[src/rtl/assert_macros.svh]
// ----------------------------------------------------------------------------
// assert_macros.svh
// Concurrent assertion shorthands for the RTL.
// ----------------------------------------------------------------------------
`ifndef ASSERT_MACROS_SVH
`define ASSERT_MACROS_SVH

// same-cycle implication, disabled in reset
`define AST_IMP(lbl, clk_s, rst_s, ante, cons) \
  lbl: assert property (@(posedge clk_s) disable iff (rst_s) (ante) |-> (cons)) \
    else $error("assertion failed");

// next-cycle implication, disabled in reset
`define AST_NXT(lbl, clk_s, rst_s, ante, cons) \
  lbl: assert property (@(posedge clk_s) disable iff (rst_s) (ante) |=> (cons)) \
    else $error("assertion failed");

`endif

[src/rtl/rbms_pkg.sv]
// ----------------------------------------------------------------------------
// rbms_pkg
// Types and constants of the random burst motion scheduler.
// ----------------------------------------------------------------------------
package rbms_pkg;

  localparam logic [31:0] LCG_MUL        = 32'd1103515245;
  localparam logic [31:0] LCG_INC        = 32'd12345;
  localparam logic [31:0] LCG_SEED       = 32'd12345;
  localparam logic [15:0] INTERVAL_RESET = 16'd5000;
  localparam logic [11:0] LEN_LO         = 12'd1000;
  localparam logic [31:0] GAP_LO         = 32'd50;
  localparam logic [4:0]  DELTA_LO       = 5'd15;   // subtracted
  localparam logic [4:0]  RETRY_LO       = 5'd1;
  localparam int          RECIP_SHIFT    = 20;

  localparam logic [0:0]  REG_INTERVAL   = 1'b0;

  typedef enum logic [1:0] {
    SPAN_LEN,
    SPAN_DELTA,
    SPAN_GAP,
    SPAN_RETRY
  } span_sel_t;

  typedef enum logic [1:0] {
    PH_IDLE,
    PH_QUO,
    PH_REM
  } rng_phase_t;

  typedef enum logic [3:0] {
    ST_IDLE,
    ST_CYCLE,
    ST_LEN,
    ST_BURST,
    ST_DX,
    ST_DY,
    ST_RX,
    ST_RY,
    ST_GAP,
    ST_DONE
  } state_t;

  typedef struct packed {
    logic      start;
    logic      add;
    span_sel_t span;
  } rng_ctl_t;

  typedef struct packed {
    logic        busy;
    logic        done;
    logic [10:0] value;
  } rng_sts_t;

  function automatic logic [10:0] span_of(span_sel_t s);
    logic [10:0] r;
    case (s)
      SPAN_LEN:   r = 11'd2001;
      SPAN_DELTA: r = 11'd31;
      SPAN_GAP:   r = 11'd151;
      SPAN_RETRY: r = 11'd3;
      default:    r = 11'd3;
    endcase
    return r;
  endfunction

  // floor(2^20 / span)
  function automatic logic [18:0] recip_of(span_sel_t s);
    logic [18:0] r;
    case (s)
      SPAN_LEN:   r = 19'd524;
      SPAN_DELTA: r = 19'd33825;
      SPAN_GAP:   r = 19'd6944;
      SPAN_RETRY: r = 19'd349525;
      default:    r = 19'd349525;
    endcase
    return r;
  endfunction

endpackage

[src/rtl/rbms_rng.sv]
// ----------------------------------------------------------------------------
// rbms_rng
// Shared LCG with ranged draw: state step, reciprocal multiply, remainder fix.
// ----------------------------------------------------------------------------
module rbms_rng (
  input  logic                clk,
  input  logic                rst,
  input  rbms_pkg::rng_ctl_t  ctl,
  input  logic [31:0]         add_val,
  output rbms_pkg::rng_sts_t  sts
);

  rbms_pkg::rng_phase_t phase, phase_next;
  rbms_pkg::span_sel_t  sel;
  logic [31:0] lcg_state;
  logic [14:0] raw_q;
  logic [33:0] prod;
  logic [13:0] quo;
  logic [15:0] rem_a;
  logic [15:0] rem_b;
  logic [10:0] span;
  logic        done;
  logic [10:0] value;

  assign span  = rbms_pkg::span_of(sel);
  assign quo   = prod[33:rbms_pkg::RECIP_SHIFT];
  assign rem_a = {1'b0, raw_q} - ({2'b0, quo} * {5'b0, span});
  assign rem_b = (rem_a >= {5'b0, span}) ? rem_a - {5'b0, span} : rem_a;

  always_comb begin
    phase_next = phase;
    case (phase)
      rbms_pkg::PH_IDLE: if (ctl.start) phase_next = rbms_pkg::PH_QUO;
      rbms_pkg::PH_QUO:  phase_next = rbms_pkg::PH_REM;
      rbms_pkg::PH_REM:  phase_next = rbms_pkg::PH_IDLE;
      default:           phase_next = rbms_pkg::PH_IDLE;
    endcase
  end

  always_ff @(posedge clk) begin
    if (rst) begin
      phase     <= rbms_pkg::PH_IDLE;
      lcg_state <= rbms_pkg::LCG_SEED;
      done      <= 1'b0;
    end else begin
      phase <= phase_next;
      done  <= (phase == rbms_pkg::PH_REM);
      if (phase == rbms_pkg::PH_IDLE && ctl.start) begin
        lcg_state <= 32'(lcg_state * rbms_pkg::LCG_MUL) + rbms_pkg::LCG_INC;
      end else if (phase == rbms_pkg::PH_IDLE && ctl.add) begin
        lcg_state <= lcg_state + add_val;
      end
    end
  end

  always_ff @(posedge clk) begin
    if (phase == rbms_pkg::PH_IDLE && ctl.start) sel <= ctl.span;
    if (phase == rbms_pkg::PH_QUO) begin
      raw_q <= lcg_state[30:16];
      prod  <= {19'b0, lcg_state[30:16]} * {15'b0, rbms_pkg::recip_of(sel)};
    end
    if (phase == rbms_pkg::PH_REM) value <= rem_b[10:0];
  end

  assign sts.busy  = (phase != rbms_pkg::PH_IDLE);
  assign sts.done  = done;
  assign sts.value = value;

endmodule

[src/rtl/random_burst_motion_scheduler.sv]
// ----------------------------------------------------------------------------
// random_burst_motion_scheduler
// Poll-driven motion burst scheduler with LCG-drawn lengths, gaps and deltas.
// ----------------------------------------------------------------------------
//  channel | handshake            | payload
//  --------+----------------------+-----------------------------------
//  in      | in_valid / in_stall  | now_ms, report_ready
//  out     | out_valid / out_stall| send_move, delta_x, delta_y
//  cfg     | APB psel/penable     | burst interval register at 0x0
//
//  A poll is accepted in ST_IDLE, decided in ST_CYCLE and ST_BURST, makes
//  up to six random draws in the shared LCG multiplier, and is handed off
//  in ST_DONE.
//  One poll is worked at a time; in_stall is high while a poll is in work.
//  A finished beat waits in the output register; the next poll is taken
//  meanwhile and only stalls at its end if that beat is still held.
//  rst is synchronous; the LCG seed and cycle interval return to defaults.
// ----------------------------------------------------------------------------
`include "assert_macros.svh"

module random_burst_motion_scheduler (
  input  logic              clk,
  input  logic              rst,
  input  logic              psel,
  input  logic              penable,
  input  logic              pwrite,
  input  logic [2:0]        paddr,
  input  logic [31:0]       pwdata,
  output logic [31:0]       prdata,
  output logic              pready,
  input  logic              in_valid,
  output logic              in_stall,
  input  logic [31:0]       now_ms,
  input  logic              report_ready,
  output logic              out_valid,
  input  logic              out_stall,
  output logic              send_move,
  output logic signed [4:0] delta_x,
  output logic signed [4:0] delta_y
);

  rbms_pkg::state_t   state, state_next;
  rbms_pkg::rng_ctl_t ctl;
  rbms_pkg::rng_sts_t sts;

  logic [15:0] interval;
  logic [31:0] now_r;
  logic        ready_r;
  logic [31:0] cycle_start;
  logic [31:0] burst_start;
  logic [11:0] burst_length;
  logic [31:0] next_move;
  logic        burst_active;
  logic        cycle_begun;
  logic [4:0]  dx_w;
  logic [4:0]  dy_w;
  logic        send_w;

  logic elapsed;
  logic burst_go;
  logic both_zero;
  logic out_free;
  logic draw_wait;

  rbms_rng u_rng (
    .clk     (clk),
    .rst     (rst),
    .ctl     (ctl),
    .add_val (now_r),
    .sts     (sts)
  );

  assign pready    = 1'b1;
  assign prdata    = {16'b0, interval};
  assign elapsed   = (now_r - cycle_start) >= {16'b0, interval};
  assign burst_go  = cycle_begun && burst_active && (now_r >= next_move);
  assign both_zero = (dx_w == 5'd0) && (sts.value == 11'(rbms_pkg::DELTA_LO));
  assign out_free  = !out_valid || !out_stall;
  assign draw_wait = state inside {rbms_pkg::ST_LEN, rbms_pkg::ST_DX, rbms_pkg::ST_DY,
                                   rbms_pkg::ST_RX, rbms_pkg::ST_RY, rbms_pkg::ST_GAP};

  always_comb begin
    state_next = state;
    case (state)
      rbms_pkg::ST_IDLE:  if (in_valid) state_next = rbms_pkg::ST_CYCLE;
      rbms_pkg::ST_CYCLE: state_next = elapsed ? rbms_pkg::ST_LEN : rbms_pkg::ST_BURST;
      rbms_pkg::ST_LEN:   if (sts.done) state_next = rbms_pkg::ST_BURST;
      rbms_pkg::ST_BURST: begin
        if (!burst_go) state_next = rbms_pkg::ST_DONE;
        else if (ready_r) state_next = rbms_pkg::ST_DX;
        else state_next = rbms_pkg::ST_GAP;
      end
      rbms_pkg::ST_DX:    if (sts.done) state_next = rbms_pkg::ST_DY;
      rbms_pkg::ST_DY: begin
        if (sts.done) state_next = both_zero ? rbms_pkg::ST_RX : rbms_pkg::ST_GAP;
      end
      rbms_pkg::ST_RX:    if (sts.done) state_next = rbms_pkg::ST_RY;
      rbms_pkg::ST_RY:    if (sts.done) state_next = rbms_pkg::ST_GAP;
      rbms_pkg::ST_GAP:   if (sts.done) state_next = rbms_pkg::ST_DONE;
      rbms_pkg::ST_DONE:  if (out_free) state_next = rbms_pkg::ST_IDLE;
      default:            state_next = rbms_pkg::ST_IDLE;
    endcase
  end

  always_comb begin
    in_stall  = (state != rbms_pkg::ST_IDLE);
    ctl.start = 1'b0;
    ctl.add   = 1'b0;
    ctl.span  = rbms_pkg::SPAN_GAP;
    case (state)
      rbms_pkg::ST_CYCLE: begin
        ctl.start = elapsed;
        ctl.span  = rbms_pkg::SPAN_LEN;
      end
      rbms_pkg::ST_LEN:   ctl.add = sts.done;
      rbms_pkg::ST_BURST: begin
        ctl.start = burst_go;
        ctl.span  = ready_r ? rbms_pkg::SPAN_DELTA : rbms_pkg::SPAN_GAP;
      end
      rbms_pkg::ST_DX: begin
        ctl.start = sts.done;
        ctl.span  = rbms_pkg::SPAN_DELTA;
      end
      rbms_pkg::ST_DY: begin
        ctl.start = sts.done;
        ctl.span  = both_zero ? rbms_pkg::SPAN_RETRY : rbms_pkg::SPAN_GAP;
      end
      rbms_pkg::ST_RX: begin
        ctl.start = sts.done;
        ctl.span  = rbms_pkg::SPAN_RETRY;
      end
      rbms_pkg::ST_RY: begin
        ctl.start = sts.done;
        ctl.span  = rbms_pkg::SPAN_GAP;
      end
      default: begin
        ctl.start = 1'b0;
      end
    endcase
  end

  always_ff @(posedge clk) begin
    if (rst) begin
      state        <= rbms_pkg::ST_IDLE;
      interval     <= rbms_pkg::INTERVAL_RESET;
      cycle_start  <= 32'd0;
      burst_start  <= 32'd0;
      burst_length <= 12'd0;
      next_move    <= 32'd0;
      burst_active <= 1'b0;
      cycle_begun  <= 1'b0;
      out_valid    <= 1'b0;
    end else begin
      state <= state_next;
      if (psel && penable && pwrite && pready && paddr[2] == rbms_pkg::REG_INTERVAL) begin
        interval <= pwdata[15:0];
      end
      if (state == rbms_pkg::ST_CYCLE && elapsed) begin
        cycle_start  <= now_r;
        burst_start  <= now_r;
        cycle_begun  <= 1'b1;
        burst_active <= 1'b1;
        next_move    <= now_r;
      end
      if (state == rbms_pkg::ST_LEN && sts.done) begin
        burst_length <= 12'(sts.value) + rbms_pkg::LEN_LO;
      end
      if (state == rbms_pkg::ST_BURST && cycle_begun && burst_active &&
          (now_r - burst_start) >= {20'b0, burst_length}) begin
        burst_active <= 1'b0;
      end
      if (state == rbms_pkg::ST_GAP && sts.done) begin
        next_move <= now_r + 32'(sts.value) + rbms_pkg::GAP_LO;
      end
      if (state == rbms_pkg::ST_DONE && out_free) begin
        out_valid <= 1'b1;
      end else if (!out_stall) begin
        out_valid <= 1'b0;
      end
    end
  end

  always_ff @(posedge clk) begin
    if (state == rbms_pkg::ST_IDLE && in_valid) begin
      now_r   <= now_ms;
      ready_r <= report_ready;
      send_w  <= 1'b0;
      dx_w    <= 5'd0;
      dy_w    <= 5'd0;
    end
    if (sts.done) begin
      case (state)
        rbms_pkg::ST_DX: dx_w <= sts.value[4:0] - rbms_pkg::DELTA_LO;
        rbms_pkg::ST_DY: begin
          dy_w   <= sts.value[4:0] - rbms_pkg::DELTA_LO;
          send_w <= 1'b1;
        end
        rbms_pkg::ST_RX: dx_w <= sts.value[4:0] + rbms_pkg::RETRY_LO;
        rbms_pkg::ST_RY: dy_w <= sts.value[4:0] + rbms_pkg::RETRY_LO;
        default: begin
          send_w <= send_w;
        end
      endcase
    end
    if (state == rbms_pkg::ST_DONE && out_free) begin
      send_move <= send_w;
      delta_x   <= dx_w;
      delta_y   <= dy_w;
    end
  end

  `AST_NXT(a_accept_to_cycle, clk, rst, in_valid && !in_stall, state == rbms_pkg::ST_CYCLE)
  `AST_IMP(a_start_when_free, clk, rst, ctl.start, !sts.busy)
  `AST_IMP(a_done_in_draw, clk, rst, sts.done, draw_wait)
  `AST_IMP(a_idle_zero, clk, rst, out_valid && !send_move, delta_x == 5'sd0 && delta_y == 5'sd0)

endmodule

[config.mk]
export PLATFORM = sky130hd
export DESIGN_NAME = random_burst_motion_scheduler
export DESIGN_NICKNAME = d
export VERILOG_FILES = /design/src/rtl/rbms_pkg.sv /design/src/rtl/rbms_rng.sv /design/src/rtl/random_burst_motion_scheduler.sv
export VERILOG_INCLUDE_DIRS = /design/src /design/src/rtl
export SDC_FILE = /design/constraint.sdc
export NUM_CORES = 2
export LEC_CHECK = 0
export ABC_AREA = 1
export BUFFER_PORTS_ARGS = -buffer_cell sky130_fd_sc_hd__clkbuf_2
export CORE_UTILIZATION = 40
export CTS_BUF_LIST = sky130_fd_sc_hd__clkbuf_8
export CTS_CLUSTER_DIAMETER = 120
export DETAILED_ROUTE_END_ITERATION = 10
export GPL_TIMING_DRIVEN = 0
export PLACE_DENSITY = 0.59
export SLEW_MARGIN = 20
export SYNTH_ARGS = -nofsm -noshare
export SYNTH_HDL_FRONTEND = slang
export SYNTH_SLANG_ARGS = --single-unit
[constraint.sdc]
create_clock -name clk -period 15.1 [get_ports clk]
set_clock_uncertainty 0.05 [all_clocks]
set_input_delay 0.755 -clock clk [delete_from_list [all_inputs] [get_ports clk]]
set_output_delay 0.755 -clock clk [all_outputs]
set_load 0.05 [all_outputs]
* Word-level counts from Yosys, hierarchy flattened
Cells that the tools add are included.
** Cells by class
- $add $sub $neg :: 10
- Multipliers :: 3
- $lt $le $gt $ge :: 4
- Eq/ne operators :: 26
- Mux-type cells :: 39
- Bitwise logic cells :: 1
- Reductions and logical operators :: 30
** Operators with widths (count)
- $mux W32 :: 4
- $pmux W19 S4 :: 1
- $mux W4 :: 11
- $pmux W11 S4 :: 1
- $pmux W4 S10 :: 1
- $mul A15 B19 Y34 :: 1
- $add A32 B11 Y32 :: 1
- $add A32 B14 Y32 const B :: 1
- $add A32 B32 Y32 :: 1
- $add A32 B6 Y32 const B :: 1
- $ge A32 B12 Y1 :: 1
- $ge A32 B16 Y1 :: 1
- $ge A32 B32 Y1 :: 1
- $mul A32 B31 Y32 const B :: 1
- $sub A32 B32 Y32 :: 1
- $mux W5 :: 4
- $pmux W5 S2 :: 2
- $mux W19 :: 1
- $eq A4 B3 Y1 const B :: 4
- $ge A16 B11 Y1 :: 1
- $logic_and A1 B1 Y1 :: 16
- $mul A14 B11 Y16 :: 1
- $ne A2 B1 Y1 const B :: 8
- $sub A15 B16 Y16 :: 1
- 31 further kinds :: 47
** Storage, ports and cells
- Register bits :: 251
- Input port bits :: 75
- Word-level logic and storage cells :: 136

* Logic depth before layout (Yosys ltp)
- Depth after elaboration :: 6
- Gate-level depth with buffers :: 34
- Gate-level depth less buffers :: 32

* Hierarchy
From an unflattened synthesis, not the netlist that was laid out.
** Unflattened totals
- Cells, all modules :: 4952
- Area total of the unflattened synthesis :: 37118.1 sq um
** By module, submodules not included
- rbms_rng :: times used 1, cells an instance 3349, area an instance 26055.0 sq um, seq. area each 1941.9 sq um
- random_burst_motion_scheduler :: times used 1, cells an instance 1603, area an instance 11063.1 sq um, seq. area each 3533.4 sq um

* Worst setup path after synthesis
OpenSTA, ideal clock, no wires.
- Kind :: register to register
- Start point :: reg u_rng.sel[0]
- End point :: reg u_rng.prod[29], data pin
- Arrival time :: 6474 ps
- Required time :: 14791 ps
- Slack :: 8317 ps
- Stages on the path, launching flop included :: 29
- Buffers on the path :: 3
- Period minus slack after synthesis :: 6783 ps
- Cells stage by stage :: edfxtp_1 clkbuf_1 inv_1 ha_1 clkbuf_1 buf_1 nand2_1 fa_1 fa_1 inv_1 fa_1 inv_1 fa_1 inv_1 fa_1 inv_1 fa_1 inv_1 ha_1 a21oi_1 o21ai_0 a221oi_1 o21ai_0 a21oi_1 o21ai_0 a21oi_1 inv_1 a21oi_1 xnor2_1
** On the way
- Longest elaborated chain between the ends :: 4
- Elaborated cells on any way between the ends :: 7
- Classes of those cells :: mul: 1; eq/ne: 3; mux: 2; reduce/logical: 1
** RTL lines
- start, declared :: line rbms_rng.sv:14 : rbms_pkg::span_sel_t sel;
- start signal, assigned :: line rbms_rng.sv:57 : if (phase == rbms_pkg::PH_IDLE && ctl.start) sel <= ctl.span;
- $eq A2 B2 Y1 (tied with other cells) :: line rbms_pkg.sv:72 : case (s)
- $pmux W19 S4 (*) :: line rbms_pkg.sv:72
- $mux W19 (*) :: line rbms_rng.sv:58 : if (phase == rbms_pkg::PH_QUO) begin
- $mul A15 B19 Y34 (*) :: line rbms_rng.sv:60 : prod <= {19'b0, lcg_state[30:16]} * {15'b0, rbms_pkg::recip_of(sel)};
- end signal, assigned :: line rbms_rng.sv:60
- end, declared :: line rbms_rng.sv:17 : logic [33:0] prod;
Mark *: on every way between the ends. The rest lies on a longest branch, timed or not. The select of a mux whose other input is x is not followed.
A chain may end at the register's enable or synchronous reset.

* Worst setup path after layout
- Start point :: reg u_rng.sel[0]
- End point :: reg u_rng.prod[33], data pin
The elaborated chain is that of the path after synthesis.

==> summary by stage <==
Clocking
The later pin in the worst-skew pair is clocked with a latency of 0.61 ns. Hold repair after CTS inserted 0 buffers. The number of setup buffers added after CTS is 0.

TritonCTS built the clock tree. The master cell of the clock root buffer is sky130_fd_sc_hd__clkbuf_8. Buffers inserted during clock tree synthesis total 41. The total clock sinks is 230. Clock-pin slew was measured on the worst setup and hold paths at around 0.070 ns. In this run the deepest clock path goes through 3 buffers. The number of gates resized after cts is 0. In this run the number of H-tree levels came out at 2.

Detailed routing
The detailed-router iteration count before antenna repair is 8. The top layer reached by signal wires is met4. The met2 wirelength from detailed routing is between 40000 and 50000 µm. Using the TritonRoute via totals, the vias-per-cell ratio works out to a little under 5.

The first routing iteration left approximately 2000 violations. The routed metal-1 wirelength is around 46000 µm. The routed length on met3 is approximately 4800 µm. The overall via count from detail_route is just under 30000. The final routed DRC violation total is 29. The number of nets with antenna violations after detailed routing is 0. After detailed routing, the average wire length per cell comes to 16.80 µm.

The wire length reported by the detailed router is between 90000 and 100000 µm.

Timing
The final setup violation count is 0. Derived from the worst setup path, the maximum achievable clock frequency is roughly 110 MHz. The final count of hold timing violations is 0. Summed over all failing endpoints, the final setup total negative slack is 0 ns. Setup repair after global routing left no endpoint under its margin. For the pin with the worst max-slew slack, the measured transition is ~1.1 ns. The number of pins exceeding their max-slew limit in the final report is 0. The final critical-path required period is 9.119 ns. Headroom to the max-slew limit came out at a little over a quarter. The ratio of final minimum period to clock period is 60.39%.

Setup path
The worst setup path is of the reg -> reg kind. At the worst endpoint, the required time is ~15 ns. In this run the worst setup path begins at u_rng.sel[0]. Data arrives at the worst endpoint at between 9 and 10 ns. The worst setup path is captured at a flip-flop. The worst register-to-register path begins at u_rng.sel[0]. STA classifies the critical path startpoint as a flip-flop.

The worst-path maximum fanout is 10.

Floorplanning
The I/O pin total is approximately 120. The floorplan step set the die height to 301.2 µm. The width of the chip is 301.2 µm. The standard cell core area is 88510 µm². The initialized floorplan defines 109 standard-cell rows. The die footprint is 90720 µm². For this configuration, the core starts out at a cell density of 40.46%.

Flow run
Across the run, the number of max-cap violations was 0.

Outcome
The run finished, with violations left. The checks that failed: DRC.

Synthesis
sky130_fd_sc_hd__inv_1 is the most common cell in the netlist. In this run the cell area of the synthesized design comes to around 36000 µm². The area share of the largest cell type after synthesis is 22.98%. Of all flip-flops after synthesis, the portion carrying an async set or reset was 0%. The cell taking the most area after synthesis is sky130_fd_sc_hd__fa_1. The portion of the post-synthesis area used by sequential elements is 15.29%. The count of mapped cells out of synthesis is 4598. Among all flip-flop cells after synthesis, the most frequent one is sky130_fd_sc_hd__dfxtp_1. Counting flops and latches in the post-synthesis netlist gives 230. The mean instance size in the synthesized netlist is 7.788 µm². The commonest cells after synthesis are sky130_fd_sc_hd__inv_1 (1242), sky130_fd_sc_hd__nand2_1 (804), sky130_fd_sc_hd__ha_1 (547), sky130_fd_sc_hd__fa_1 (411), sky130_fd_sc_hd__a21oi_1 (274).

The count of distinct cell types in the synthesized netlist is 52. The number of enable flip-flop cells after synthesis is 87. The total number of yosys warnings is 0. Yosys attributes the largest share of cell area to sky130_fd_sc_hd__fa_1 (23%), sky130_fd_sc_hd__ha_1 (19%), sky130_fd_sc_hd__inv_1 (13%).

Global route
Entering global routing, the biggest net connects 28 pins. The number of antenna violations at the first check in global routing came to 0. The leftover overflow at the end of global routing is 0. The number of global-route vias before repair was slightly below 30000.

The first global-routing pass estimated 156800 µm of wire. The global router's overall resource usage is 22.17%.

Layout
Counting the fill cells in the layout gives 9090. From synthesis to final layout, the design area changed by 8.127%. The fraction of final layout cells sized beyond drive strength 1 is 4.879%.

In the final layout, flip-flops and latches occupy 5475 µm². The net count of the finished layout is roughly 5800. The repair_antennas step left the layout with diodes totalling 0.

In the final layout, the multi-input gates occupy approximately 25000 µm².

Hold path
The min-delay analysis places its worst path in the category in -> reg. The worst hold path begins at now_ms[31].

Placed design
Routability-driven placement finished with a final weighted congestion of between 0.9 and 1. The number of port buffers is 85. The HPWL after detailed placement is 86040 µm.
[sequential cells by signal, summed over array words and instances (netlist names)]
register	flops
burst_active	1
burst_length	12
burst_start	32
cycle_begun	1
delta_x	5
delta_y	5
dx_w	5
dy_w	5
interval	16
next_move	32
now_r	32
out_valid	1
ready_r	1
send_move	1
send_w	1
state	4
u_rng.done	1
u_rng.lcg_state	31
u_rng.phase	2
u_rng.prod	14
u_rng.raw_q	15
u_rng.sel	2
u_rng.value	11
[critical path: stages, from the launching register on]
cell and delay, ns:
sky130_fd_sc_hd__edfxtp_1 0.49, sky130_fd_sc_hd__clkbuf_1 0.41, sky130_fd_sc_hd__inv_1 0.41, sky130_fd_sc_hd__ha_1 0.65
sky130_fd_sc_hd__clkbuf_1 0.46, sky130_fd_sc_hd__buf_1 0.62, sky130_fd_sc_hd__nand2_1 0.17, sky130_fd_sc_hd__fa_1 0.49
sky130_fd_sc_hd__fa_1 0.51, sky130_fd_sc_hd__inv_1 0.05, sky130_fd_sc_hd__fa_1 0.50, sky130_fd_sc_hd__inv_1 0.05
sky130_fd_sc_hd__fa_1 0.53, sky130_fd_sc_hd__inv_1 0.05, sky130_fd_sc_hd__fa_1 0.48, sky130_fd_sc_hd__inv_1 0.05
sky130_fd_sc_hd__fa_1 0.48, sky130_fd_sc_hd__inv_1 0.05, sky130_fd_sc_hd__ha_1 0.30, sky130_fd_sc_hd__nand2_1 0.07
sky130_fd_sc_hd__inv_1 0.05, sky130_fd_sc_hd__nand4_1 0.08, sky130_fd_sc_hd__o21ai_0 0.64, sky130_fd_sc_hd__a21oi_1 0.13
sky130_fd_sc_hd__o21ai_0 0.38, sky130_fd_sc_hd__a21oi_1 0.24, sky130_fd_sc_hd__o21ai_0 0.33, sky130_fd_sc_hd__xnor2_1 0.10
[area by class of cell]
cell class | count | share of cell area [%]
timing repair buffer | 87 | 1.202
clock inverter | 31 | 0.7658
inverter | 1249 | 12.11
tap | 1165 | 3.765
sequential | 230 | 14.14
buffer | 104 | 1.331
clock buffer | 45 | 1.600
multi-input combinational | 3030 | 65.09
[final timing paths]
kind | slack, ns | end | depth (start not counted)
max | 5.98 | u_rng.prod[33] | 27
min | 0.27 | now_r[31] | 1
max reg2reg | 5.98 | u_rng.prod[33] | 27
min reg2reg | 0.38 | delta_y[3] | 0
[routing by layer]
layer,GRT usage (%),up-vias
met5,0,-
met4,6.780,0
met3,2.219,154
met2,37.07,721
li1,-,14436
met1,30.10,13705
[per-stage QoR]
step                utilization [%]  worst slack [ns]  std cells  instance area, µm²  hold WS, ns
floorplan                         -             8.317       4613               35870       0.3591
global placement              42.65             6.079       5863               37750       0.3666
detailed placement            42.71             6.082       5865               37800       0.3713
CTS                           43.75             6.047       5941               38720       0.2294
global route                  43.75             5.593       5941               38720       0.2484
finish                        43.75             5.981       5941               38720       0.2734
[cells by family after synthesis]
kind of cell,count (synthesis),synth area share [%]
xor+xnor,181,4.427
compound gates,532,8.057
simple gates,1342,15.58
buf+inv,1353,14.53
flops,230,15.29
other cells,2,0.02097
fa+ha+maj,958,42.09
[cell usage in the layout, fill, tap and decap left out, types with 6 or more instances in the layout]
cell / n
sky130_fd_sc_hd__buf_2: 15
sky130_fd_sc_hd__xnor2_1: 60
sky130_fd_sc_hd__edfxtp_1: 87
sky130_fd_sc_hd__o21ai_0: 159
sky130_fd_sc_hd__nand4_1: 43
sky130_fd_sc_hd__o21ai_1: 7
sky130_fd_sc_hd__o21a_1: 8
sky130_fd_sc_hd__o21bai_1: 12
sky130_fd_sc_hd__a21o_1: 13
sky130_fd_sc_hd__inv_1: 1247
sky130_fd_sc_hd__nand2_1: 804
sky130_fd_sc_hd__conb_1: 17
sky130_fd_sc_hd__xor2_1: 121
sky130_fd_sc_hd__clkinv_1: 6
sky130_fd_sc_hd__o211ai_1: 13
sky130_fd_sc_hd__nand2_2: 6
sky130_fd_sc_hd__fa_1: 411
sky130_fd_sc_hd__nand3_1: 177
sky130_fd_sc_hd__ha_1: 547
sky130_fd_sc_hd__clkbuf_2: 86
sky130_fd_sc_hd__buf_4: 22
sky130_fd_sc_hd__nor2_2: 9
sky130_fd_sc_hd__inv_2: 7
sky130_fd_sc_hd__dfxtp_1: 143
sky130_fd_sc_hd__clkbuf_8: 45
sky130_fd_sc_hd__nor2_1: 228
sky130_fd_sc_hd__nor3_1: 31
sky130_fd_sc_hd__clkbuf_1: 58
sky130_fd_sc_hd__nand3b_1: 9
sky130_fd_sc_hd__or2_2: 10
sky130_fd_sc_hd__a21oi_1: 274
sky130_fd_sc_hd__a31oi_1: 20
sky130_fd_sc_hd__clkinv_2: 6
sky130_fd_sc_hd__and2_1: 6
Power is not shown: default switching activity piles up to over one toggle a cycle in this logic, so the estimate is an artifact.
